[src/rtl/bspt_pkg.sv]
// Package for the quadratic B-spline point tessellator.
// Item types, register indexes, step table and helpers; no dependencies.
package bspt_pkg;

	// Configuration
	localparam int MAX_PIECES = 32;
	localparam int SEG_MIN    = 2;
	localparam int SEG_MAX    = 1024;
	localparam int SEG_W      = 11;
	localparam int PIECES_W   = 6;
	localparam int CFG_IDX_W  = 1;
	localparam int CFG_DATA_W = 11;

	localparam logic [CFG_IDX_W-1:0] REG_SEGMENT_COUNT = 1'd0;
	localparam logic [CFG_IDX_W-1:0] REG_PIECES        = 1'd1;

	localparam logic [SEG_W-1:0]    SEG_RESET    = 11'd12;
	localparam logic [PIECES_W-1:0] PIECES_RESET = 6'd20;

	// Arithmetic widths
	localparam int POINT_W  = 32;
	localparam int WEIGHT_W = 18;
	localparam int PROD_W   = POINT_W + WEIGHT_W;
	localparam int FRAC_W   = 16;
	localparam int T_W      = 17;

	// Parameter step per piece: floor(65536 / pieces), entry 0 unused
	localparam logic [T_W-1:0] STEP_TAB [MAX_PIECES+1] = '{
		17'd65536, 17'd65536, 17'd32768, 17'd21845, 17'd16384, 17'd13107,
		17'd10922, 17'd9362,  17'd8192,  17'd7281,  17'd6553,  17'd5957,
		17'd5461,  17'd5041,  17'd4681,  17'd4369,  17'd4096,  17'd3855,
		17'd3640,  17'd3449,  17'd3276,  17'd3120,  17'd2978,  17'd2849,
		17'd2730,  17'd2621,  17'd2520,  17'd2427,  17'd2340,  17'd2259,
		17'd2184,  17'd2114,  17'd2048
	};

	typedef struct packed {
		logic signed [POINT_W-1:0] point_x;
		logic signed [POINT_W-1:0] point_y;
	} in_item_t;

	typedef struct packed {
		logic signed [15:0] pixel_x;
		logic signed [15:0] pixel_y;
		logic               run_last;
	} out_item_t;

	// Tag that travels with a product into the accumulators
	typedef struct packed {
		logic en;
		logic is_y;
		logic first;
	} mac_op_t;

	// Halve the 16.16 sum, take the integer part, keep 16 bits
	function automatic logic signed [15:0] to_pixel(input logic [POINT_W-1:0] s);
		to_pixel = {s[31], s[31:17]};
	endfunction

endpackage

[src/rtl/bspt_mac.sv]
// Shared multiply-accumulate unit of the tessellator.
// Registered 18x32 signed product, then x and y accumulators; uses bspt_pkg.
module bspt_mac import bspt_pkg::*; (
	input  logic                       clk,
	input  logic                       arst_n,
	input  mac_op_t                    op,
	input  logic signed [WEIGHT_W-1:0] w,
	input  logic signed [POINT_W-1:0]  p,
	output logic signed [PROD_W-1:0]   prod,
	output logic [POINT_W-1:0]         acc_x,
	output logic [POINT_W-1:0]         acc_y
);

	logic signed [PROD_W-1:0] prod_s1;
	mac_op_t                  tag_s1;
	logic [POINT_W-1:0]       acc_x_q;
	logic [POINT_W-1:0]       acc_y_q;
	logic [POINT_W-1:0]       part;

	// product stage
	always_ff @(posedge clk) begin
		prod_s1 <= PROD_W'(w) * PROD_W'(p);
	end

	always_ff @(posedge clk or negedge arst_n) begin
		if (!arst_n) begin
			tag_s1 <= '0;
		end else begin
			tag_s1 <= op;
		end
	end

	// (w*p)>>16 kept to 32 bits
	assign part = prod_s1[FRAC_W+POINT_W-1:FRAC_W];

	// accumulate, wrapping at 32 bits
	always_ff @(posedge clk) begin
		if (tag_s1.en) begin
			if (tag_s1.is_y) begin
				acc_y_q <= tag_s1.first ? part : acc_y_q + part;
			end else begin
				acc_x_q <= tag_s1.first ? part : acc_x_q + part;
			end
		end
	end

	assign prod  = prod_s1;
	assign acc_x = acc_x_q;
	assign acc_y = acc_y_q;

endmodule

[src/rtl/quadratic_bspline_point_tessellator_unit.sv]
// Top level of the quadratic B-spline point tessellator.
// Holds the point history, sequencer and output register; uses bspt_pkg and bspt_mac.
//
// Usage: control points enter on in_item (valid/stall), curve points leave on
// out_item (valid/stall). The first point of a curve only primes the history
// and gives no item. Each later point gives one run of pieces_per_segment
// points; the last point of a curve (segment_count points per curve) gives a
// second run for the closing segment. run_last marks the final point of the
// items produced for one input.
// Sequence: every curve point runs on the one shared multiplier through the
// square for t^2 (ST_SQ), the weight step (ST_T2), six weighted products
// (ST_MUL), a drain step (ST_DRAIN) and the output load (ST_OUT); the last
// point of a curve goes through this for both of its runs, and the first
// point of a curve is only accepted. in_stall is high from the cycle after a
// later point is accepted until its final point is loaded. A finished point
// waits in the output register while out_stall is high and the sequencer
// holds until that register frees up. Reset: history and point counter clear,
// segment_count returns to 12 and pieces_per_segment to 20. Configuration must be
// written by the user only while the block is idle; the block does not enforce it.
module quadratic_bspline_point_tessellator_unit import bspt_pkg::*; (
	input  logic                  clk,
	input  logic                  arst_n,
	input  logic                  in_valid,
	output logic                  in_stall,
	input  in_item_t              in_item,
	output logic                  out_valid,
	input  logic                  out_stall,
	output out_item_t             out_item,
	input  logic                  cfg_we,
	input  logic [CFG_IDX_W-1:0]  cfg_index,
	input  logic [CFG_DATA_W-1:0] cfg_data
);

	localparam logic [2:0] ST_IDLE  = 3'd0;
	localparam logic [2:0] ST_SQ    = 3'd1;
	localparam logic [2:0] ST_T2    = 3'd2;
	localparam logic [2:0] ST_MUL   = 3'd3;
	localparam logic [2:0] ST_DRAIN = 3'd4;
	localparam logic [2:0] ST_OUT   = 3'd5;

	localparam logic [2:0] STEP_LAST = 3'd5;
	localparam logic [2:0] STEP_Y0   = 3'd3;

	logic [2:0]          state_q;
	logic [2:0]          step_q;
	logic [4:0]          piece_q;
	logic                run_q;
	logic                last_item_q;
	logic [T_W-1:0]      t_q;
	logic [15:0]         t2_q;
	logic [9:0]          points_seen_q;
	logic [SEG_W-1:0]    seg_q;
	logic [PIECES_W-1:0] pieces_q;
	in_item_t            older_q;
	in_item_t            newer_q;
	in_item_t            cur_q;
	out_item_t           out_item_q;
	logic                out_valid_q;

	logic [PIECES_W-1:0] p_eff;
	logic [SEG_W-1:0]    seg_eff;
	logic [SEG_W-1:0]    last_idx;
	logic                is_last;
	logic                in_acc;
	logic                piece_done;
	logic                run_last_w;
	logic                load;
	logic [15:0]         t16;
	logic [18:0]         w1_full;
	logic [18:0]         w2_full;
	logic signed [WEIGHT_W-1:0] w1;
	logic signed [WEIGHT_W-1:0] w2;
	logic signed [WEIGHT_W-1:0] w3;
	logic signed [WEIGHT_W-1:0] w_sel;
	logic signed [POINT_W-1:0]  p_sel;
	in_item_t            pa;
	in_item_t            pb;
	mac_op_t             op;
	logic signed [PROD_W-1:0] prod;
	logic [POINT_W-1:0]  acc_x;
	logic [POINT_W-1:0]  acc_y;

	// saturated configuration
	always_comb begin
		if (pieces_q == '0) begin
			p_eff = 6'd1;
		end else if (pieces_q > PIECES_W'(MAX_PIECES)) begin
			p_eff = PIECES_W'(MAX_PIECES);
		end else begin
			p_eff = pieces_q;
		end
		if (seg_q < SEG_W'(SEG_MIN)) begin
			seg_eff = SEG_W'(SEG_MIN);
		end else if (seg_q > SEG_W'(SEG_MAX)) begin
			seg_eff = SEG_W'(SEG_MAX);
		end else begin
			seg_eff = seg_q;
		end
	end

	assign last_idx = seg_eff - 11'd1;
	assign is_last  = {1'b0, points_seen_q} >= last_idx;
	assign in_stall = (state_q != ST_IDLE);
	assign in_acc   = in_valid && !in_stall;

	// piece and run bookkeeping
	assign piece_done = ({1'b0, piece_q} == p_eff - 6'd1);
	assign run_last_w = piece_done && (run_q || !last_item_q);
	assign load       = (state_q == ST_OUT) && (!out_valid_q || !out_stall);

	// weights from t and t^2, all non-negative
	assign t16     = t_q[15:0];
	assign w1_full = 19'd65536 + {3'b0, t2_q} - {2'b0, t16, 1'b0};
	assign w2_full = 19'd65536 + {2'b0, t16, 1'b0} - {2'b0, t2_q, 1'b0};
	assign w1      = signed'(w1_full[WEIGHT_W-1:0]);
	assign w2      = signed'(w2_full[WEIGHT_W-1:0]);
	assign w3      = signed'({2'b0, t2_q});

	// control points of the current run
	assign pa = run_q ? newer_q : older_q;
	assign pb = run_q ? cur_q : newer_q;

	// operand select for the shared unit
	always_comb begin
		op    = '0;
		w_sel = w3;
		p_sel = cur_q.point_x;
		if (state_q == ST_SQ) begin
			w_sel = signed'({2'b0, t16});
			p_sel = signed'({16'b0, t16});
		end else if (state_q == ST_MUL) begin
			op.en    = 1'b1;
			op.is_y  = (step_q >= STEP_Y0);
			op.first = (step_q == 3'd0) || (step_q == STEP_Y0);
			case (step_q)
				3'd0: begin w_sel = w3; p_sel = cur_q.point_x; end
				3'd1: begin w_sel = w2; p_sel = pb.point_x; end
				3'd2: begin w_sel = w1; p_sel = pa.point_x; end
				3'd3: begin w_sel = w3; p_sel = cur_q.point_y; end
				3'd4: begin w_sel = w2; p_sel = pb.point_y; end
				default: begin w_sel = w1; p_sel = pa.point_y; end
			endcase
		end
	end

	bspt_mac u_mac (
		.clk    (clk),
		.arst_n (arst_n),
		.op     (op),
		.w      (w_sel),
		.p      (p_sel),
		.prod   (prod),
		.acc_x  (acc_x),
		.acc_y  (acc_y)
	);

	// configuration registers
	always_ff @(posedge clk or negedge arst_n) begin
		if (!arst_n) begin
			seg_q    <= SEG_RESET;
			pieces_q <= PIECES_RESET;
		end else if (cfg_we) begin
			case (cfg_index)
				REG_SEGMENT_COUNT: seg_q    <= cfg_data[SEG_W-1:0];
				REG_PIECES:        pieces_q <= cfg_data[PIECES_W-1:0];
				default: ;
			endcase
		end
	end

	// sequencer and point history
	always_ff @(posedge clk or negedge arst_n) begin
		if (!arst_n) begin
			state_q       <= ST_IDLE;
			step_q        <= '0;
			piece_q       <= '0;
			run_q         <= 1'b0;
			last_item_q   <= 1'b0;
			t_q           <= '0;
			points_seen_q <= '0;
			older_q       <= '0;
			newer_q       <= '0;
		end else begin
			case (state_q)
				ST_IDLE: begin
					if (in_acc) begin
						if (points_seen_q == '0) begin
							older_q       <= in_item;
							newer_q       <= in_item;
							points_seen_q <= 10'd1;
						end else begin
							last_item_q   <= is_last;
							points_seen_q <= is_last ? 10'd0 : points_seen_q + 10'd1;
							run_q         <= 1'b0;
							piece_q       <= '0;
							t_q           <= '0;
							step_q        <= '0;
							state_q       <= ST_SQ;
						end
					end
				end
				ST_SQ: state_q <= ST_T2;
				ST_T2: state_q <= ST_MUL;
				ST_MUL: begin
					if (step_q == STEP_LAST) begin
						step_q  <= '0;
						state_q <= ST_DRAIN;
					end else begin
						step_q <= step_q + 3'd1;
					end
				end
				ST_DRAIN: state_q <= ST_OUT;
				ST_OUT: begin
					if (load) begin
						if (!piece_done) begin
							piece_q <= piece_q + 5'd1;
							t_q     <= t_q + STEP_TAB[p_eff];
							state_q <= ST_SQ;
						end else if (!run_q && last_item_q) begin
							// closing segment repeats the last point
							run_q   <= 1'b1;
							piece_q <= '0;
							t_q     <= '0;
							state_q <= ST_SQ;
						end else begin
							older_q <= newer_q;
							newer_q <= cur_q;
							state_q <= ST_IDLE;
						end
					end
				end
				default: state_q <= ST_IDLE;
			endcase
		end
	end

	// payload captures
	always_ff @(posedge clk) begin
		if (in_acc) begin
			cur_q <= in_item;
		end
		if (state_q == ST_T2) begin
			t2_q <= prod[FRAC_W+15:FRAC_W];
		end
		if (load) begin
			out_item_q.pixel_x  <= to_pixel(acc_x);
			out_item_q.pixel_y  <= to_pixel(acc_y);
			out_item_q.run_last <= run_last_w;
		end
	end

	// output register
	always_ff @(posedge clk or negedge arst_n) begin
		if (!arst_n) begin
			out_valid_q <= 1'b0;
		end else if (load) begin
			out_valid_q <= 1'b1;
		end else if (!out_stall) begin
			out_valid_q <= 1'b0;
		end
	end

	assign out_valid = out_valid_q;
	assign out_item  = out_item_q;

	// checks
	a_piece_range: assert property (@(posedge clk) disable iff (!arst_n)
		(state_q != ST_IDLE) |-> ({1'b0, piece_q} < p_eff))
		else $error("piece counter beyond pieces per segment");

	a_t_range: assert property (@(posedge clk) disable iff (!arst_n)
		(state_q != ST_IDLE) |-> !t_q[T_W-1])
		else $error("curve parameter reached one");

	a_second_run: assert property (@(posedge clk) disable iff (!arst_n)
		run_q && (state_q != ST_IDLE) |-> last_item_q)
		else $error("closing run on a point that is not last");

	a_end_idle: assert property (@(posedge clk) disable iff (!arst_n)
		load && run_last_w |=> (state_q == ST_IDLE) && out_valid && out_item.run_last)
		else $error("sequencer not idle after final point of an item");

endmodule
[config.mk]
export PLATFORM = sky130hd
export DESIGN_NAME = quadratic_bspline_point_tessellator_unit
export DESIGN_NICKNAME = d
export VERILOG_FILES = /design/src/rtl/bspt_pkg.sv /design/src/rtl/bspt_mac.sv /design/src/rtl/quadratic_bspline_point_tessellator_unit.sv
export SDC_FILE = /design/constraint.sdc
export NUM_CORES = 2
export LEC_CHECK = 0
export BUFFER_PORTS_ARGS = -buffer_cell sky130_fd_sc_hd__buf_2
export CAP_MARGIN = 20
export CORE_ASPECT_RATIO = 0.75
export CORE_MARGIN = 2
export CORE_UTILIZATION = 64
export DETAILED_ROUTE_END_ITERATION = 16
export PLACE_DENSITY_LB_ADDON = 0.12
export REMOVE_ABC_BUFFERS = 1
export SETUP_SLACK_MARGIN = 0.4
export SKIP_CTS_REPAIR_TIMING = 1
export SLEW_MARGIN = 20
export SYNTH_ARGS = -nofsm -noshare
export SYNTH_HDL_FRONTEND = slang
export SYNTH_HIERARCHICAL = 1
export SYNTH_SLANG_ARGS = --single-unit
[constraint.sdc]
create_clock -name clk -period 11.8 [get_ports clk]
set_input_delay 0.59 -clock clk [delete_from_list [all_inputs] [get_ports clk]]
set_output_delay 0.59 -clock clk [all_outputs]
set_load 0.02 [all_outputs]
==> impl_metrics.env <==
export IMPL_outcome="complete, no violations"
export IMPL_critPathMaxFanout=20
export IMPL_drt_pre_antenna_iters=8
export IMPL_ios=116
export IMPL_vias=34278
export IMPL_rsz0062_at_grt="no"
export IMPL_root_buffer="clkbuf_16"
export IMPL_path_clk_slew_ns=0.06
export IMPL_worst_path_max_delay_cell="a211oi_1"
export IMPL_yosys_warnings=6
export IMPL_drive_above_1_share_pct=8.93
export IMPL_maxSlewViolCount=0
export IMPL_cts_max_level=2
export IMPL_reg2reg_depth=28
export IMPL_finClkSkew_ns=0.0272
export IMPL_dieArea_sq_mm=0.0701
export IMPL_period_share_pct=87.4
export IMPL_num_nets_final=5623
export IMPL_hold_viol_final=0
export IMPL_hpwlAfterDp_mm=84.9
export IMPL_slowest_delay_ns=0.84
export IMPL_max_cap_violations=0
export IMPL_holdCritPathClass="input pin to asynchronous set/reset pin"
export IMPL_nFillCells=5343
export IMPL_die_width_um=305
export IMPL_syn_avg_cell_area_sq_um=9.19
export IMPL_syn_inst=4733
export IMPL_cts_tree="built"
export IMPL_ant_nets=0
export IMPL_area_delta_synth_final_pct=6.36
export IMPL_crit_path_end="u_mac/prod[46]"
export IMPL_startpoint_type="register"
export IMPL_gp_congestion=0.996
export IMPL_r2r_start="run_q"
export IMPL_worstPathArrival_ns=10.79
export IMPL_cts_sinks=395
export IMPL_core_sq_mm=0.0670
export IMPL_start_util_pct=64.9
export IMPL_cts_made_buffers=44
export IMPL_crit_type="register to register"
export IMPL_setup_violations=0
export IMPL_cp_startpoint="run_q"
export IMPL_insertion_delay_ns=0.60
export IMPL_grt_pass1_vias=34219
export IMPL_route_detailed_drc=0
export IMPL_period_needed_ns=10.31
export IMPL_tightest_slew_ns=1.20
export IMPL_grt_overflow=0
export IMPL_worst_setup_path_end_kind="register"
export IMPL_maxSlewHeadroom_pct=19.8
export IMPL_r2r_slack_ns=1.49
export IMPL_die_y_um=230
export IMPL_drtIter0Drc=3765
export IMPL_rows=82
export IMPL_wl_per_cell_um=20.4
export IMPL_grt_max_degree=101
export IMPL_crit_top_cell="fa_1"
export IMPL_reg2reg_to="u_mac/prod[46]"
export IMPL_critPathRequiredTime_ns=12.28
export IMPL_max_freq_mhz=97.0
export IMPL_track_usage_pct=33.7
export IMPL_synth_area_sq_mm=0.0435
export IMPL_totalWireLength_mm=115
export IMPL_cts_buffer_depth=3
export IMPL_port_buffers=115
export IMPL_vias_per_cell=6.07
export IMPL_grt_pass1_wl_mm=187
export IMPL_post_route_util_pct=69.0
export IMPL_antenna_found_initial=1
-- cell type report --
cell class	instances	area (sq um)	share of cell area, %
flip-flops and latches	395	10600	22.9
clock buffers	55	1180	2.56
inverters	713	2680	5.79
multi-input cells	3384	29300	63.4
well taps	882	1100	2.39
repair buffers	187	1120	2.43
clock inverters	27	209	0.452
diodes	1	2.50	0.00541
-- worst min-delay path by stage --
stage,startpoint,to,slack [ns],cells after the start
5_1_grt,arst_n,newer_q[49],0.04,1
4_1_cts,arst_n,newer_q[18],0.02,1
6_report,arst_n,newer_q[49],0.007,1
3_3_place_gp,u_mac/acc_x[29],out_item[29],0.44,0
2_1_floorplan,arst_n,last_item_q,0.29,0
3_5_place_dp,u_mac/acc_y[29],out_item[13],0.45,0
-- flip-flops by register name, summed over array words and instances (netlist names), 3 cells and up --
name,flops
older_q,64
seg_q,11
u_mac/acc_x,32
newer_q,64
t2_q,16
points_seen_q,10
state_q,3
piece_q,5
step_q,3
u_mac/acc_y,32
u_mac/tag_s1,3
cur_q,64
t_q,16
out_item,31
pieces_q,6
u_mac/prod,32
-- routing by layer --
layer | routed length [um] | track usage (%) | vias to the layer above
li1 | - | - | 15576
met4 | 2170 | 7.39 | 2
met1 | 50100 | 50.2 | 16820
met3 | 12900 | 8.24 | 171
met2 | 49600 | 50.2 | 1709
met5 | 13 | 0 | -
-- per-stage QoR --
step / hold WS (ns) / instances / TNS, ns / setup WS, ns / cell area (sq um)
final: 0.00659 / 5644 / 0 / 1.49 / 46300
after global routing: 0.0373 / 5643 / 0 / 1.02 / 46200
after CTS: 0.0240 / 5643 / 0 / 1.78 / 46200
after detailed placement: 0.447 / 5561 / 0 / 1.79 / 44900
after global placement: 0.445 / 5561 / 0 / 1.86 / 44900
after floorplan: 0.294 / 4492 / -354.01 / -2.78 / 42400
-- cells in the final DEF (no fill, tap or decap), types with 12 or more instances in the layout --
cell         n
inv_1      711
fa_1       551
nand2_1    495
a21oi_1    370
nor2_1     315
and2_1     292
ha_1       266
dfrtp_1    182
edfxtp_1   175
o21ai_0    166
buf_2      114
buf_4       72
xnor2_1     60
a21oi_2     60
a21o_1      51
xor2_1      49
nor3_1      48
mux2_2      46
nand3_1     45
clkbuf_16   45
a211oi_1    41
nand2b_1    36
a22oi_1     36
nor2b_1     33
o21a_1      33
dfxtp_1     32
a222oi_1    31
a31oi_1     25
and3_1      23
o211ai_1    21
o21bai_1    18
nand4_1     16
a221oi_1    15
nor4_1      13
o22ai_1     13
nand3b_1    12
o31ai_1     12
nor3b_1     12
-- worst max-delay path: cells and delay by family (launching register included) --
kind                       cells  cell delay (ns)
adders and majority gates      7             3.45
AOI/OAI and AO/OA              9             3.19
buffers and inverters          7             1.43
and+or+nand+nor                5             1.36
DFF                            1             0.72
Power is not shown: default switching activity piles up to over one toggle a cycle in this logic, so the estimate is an artifact.
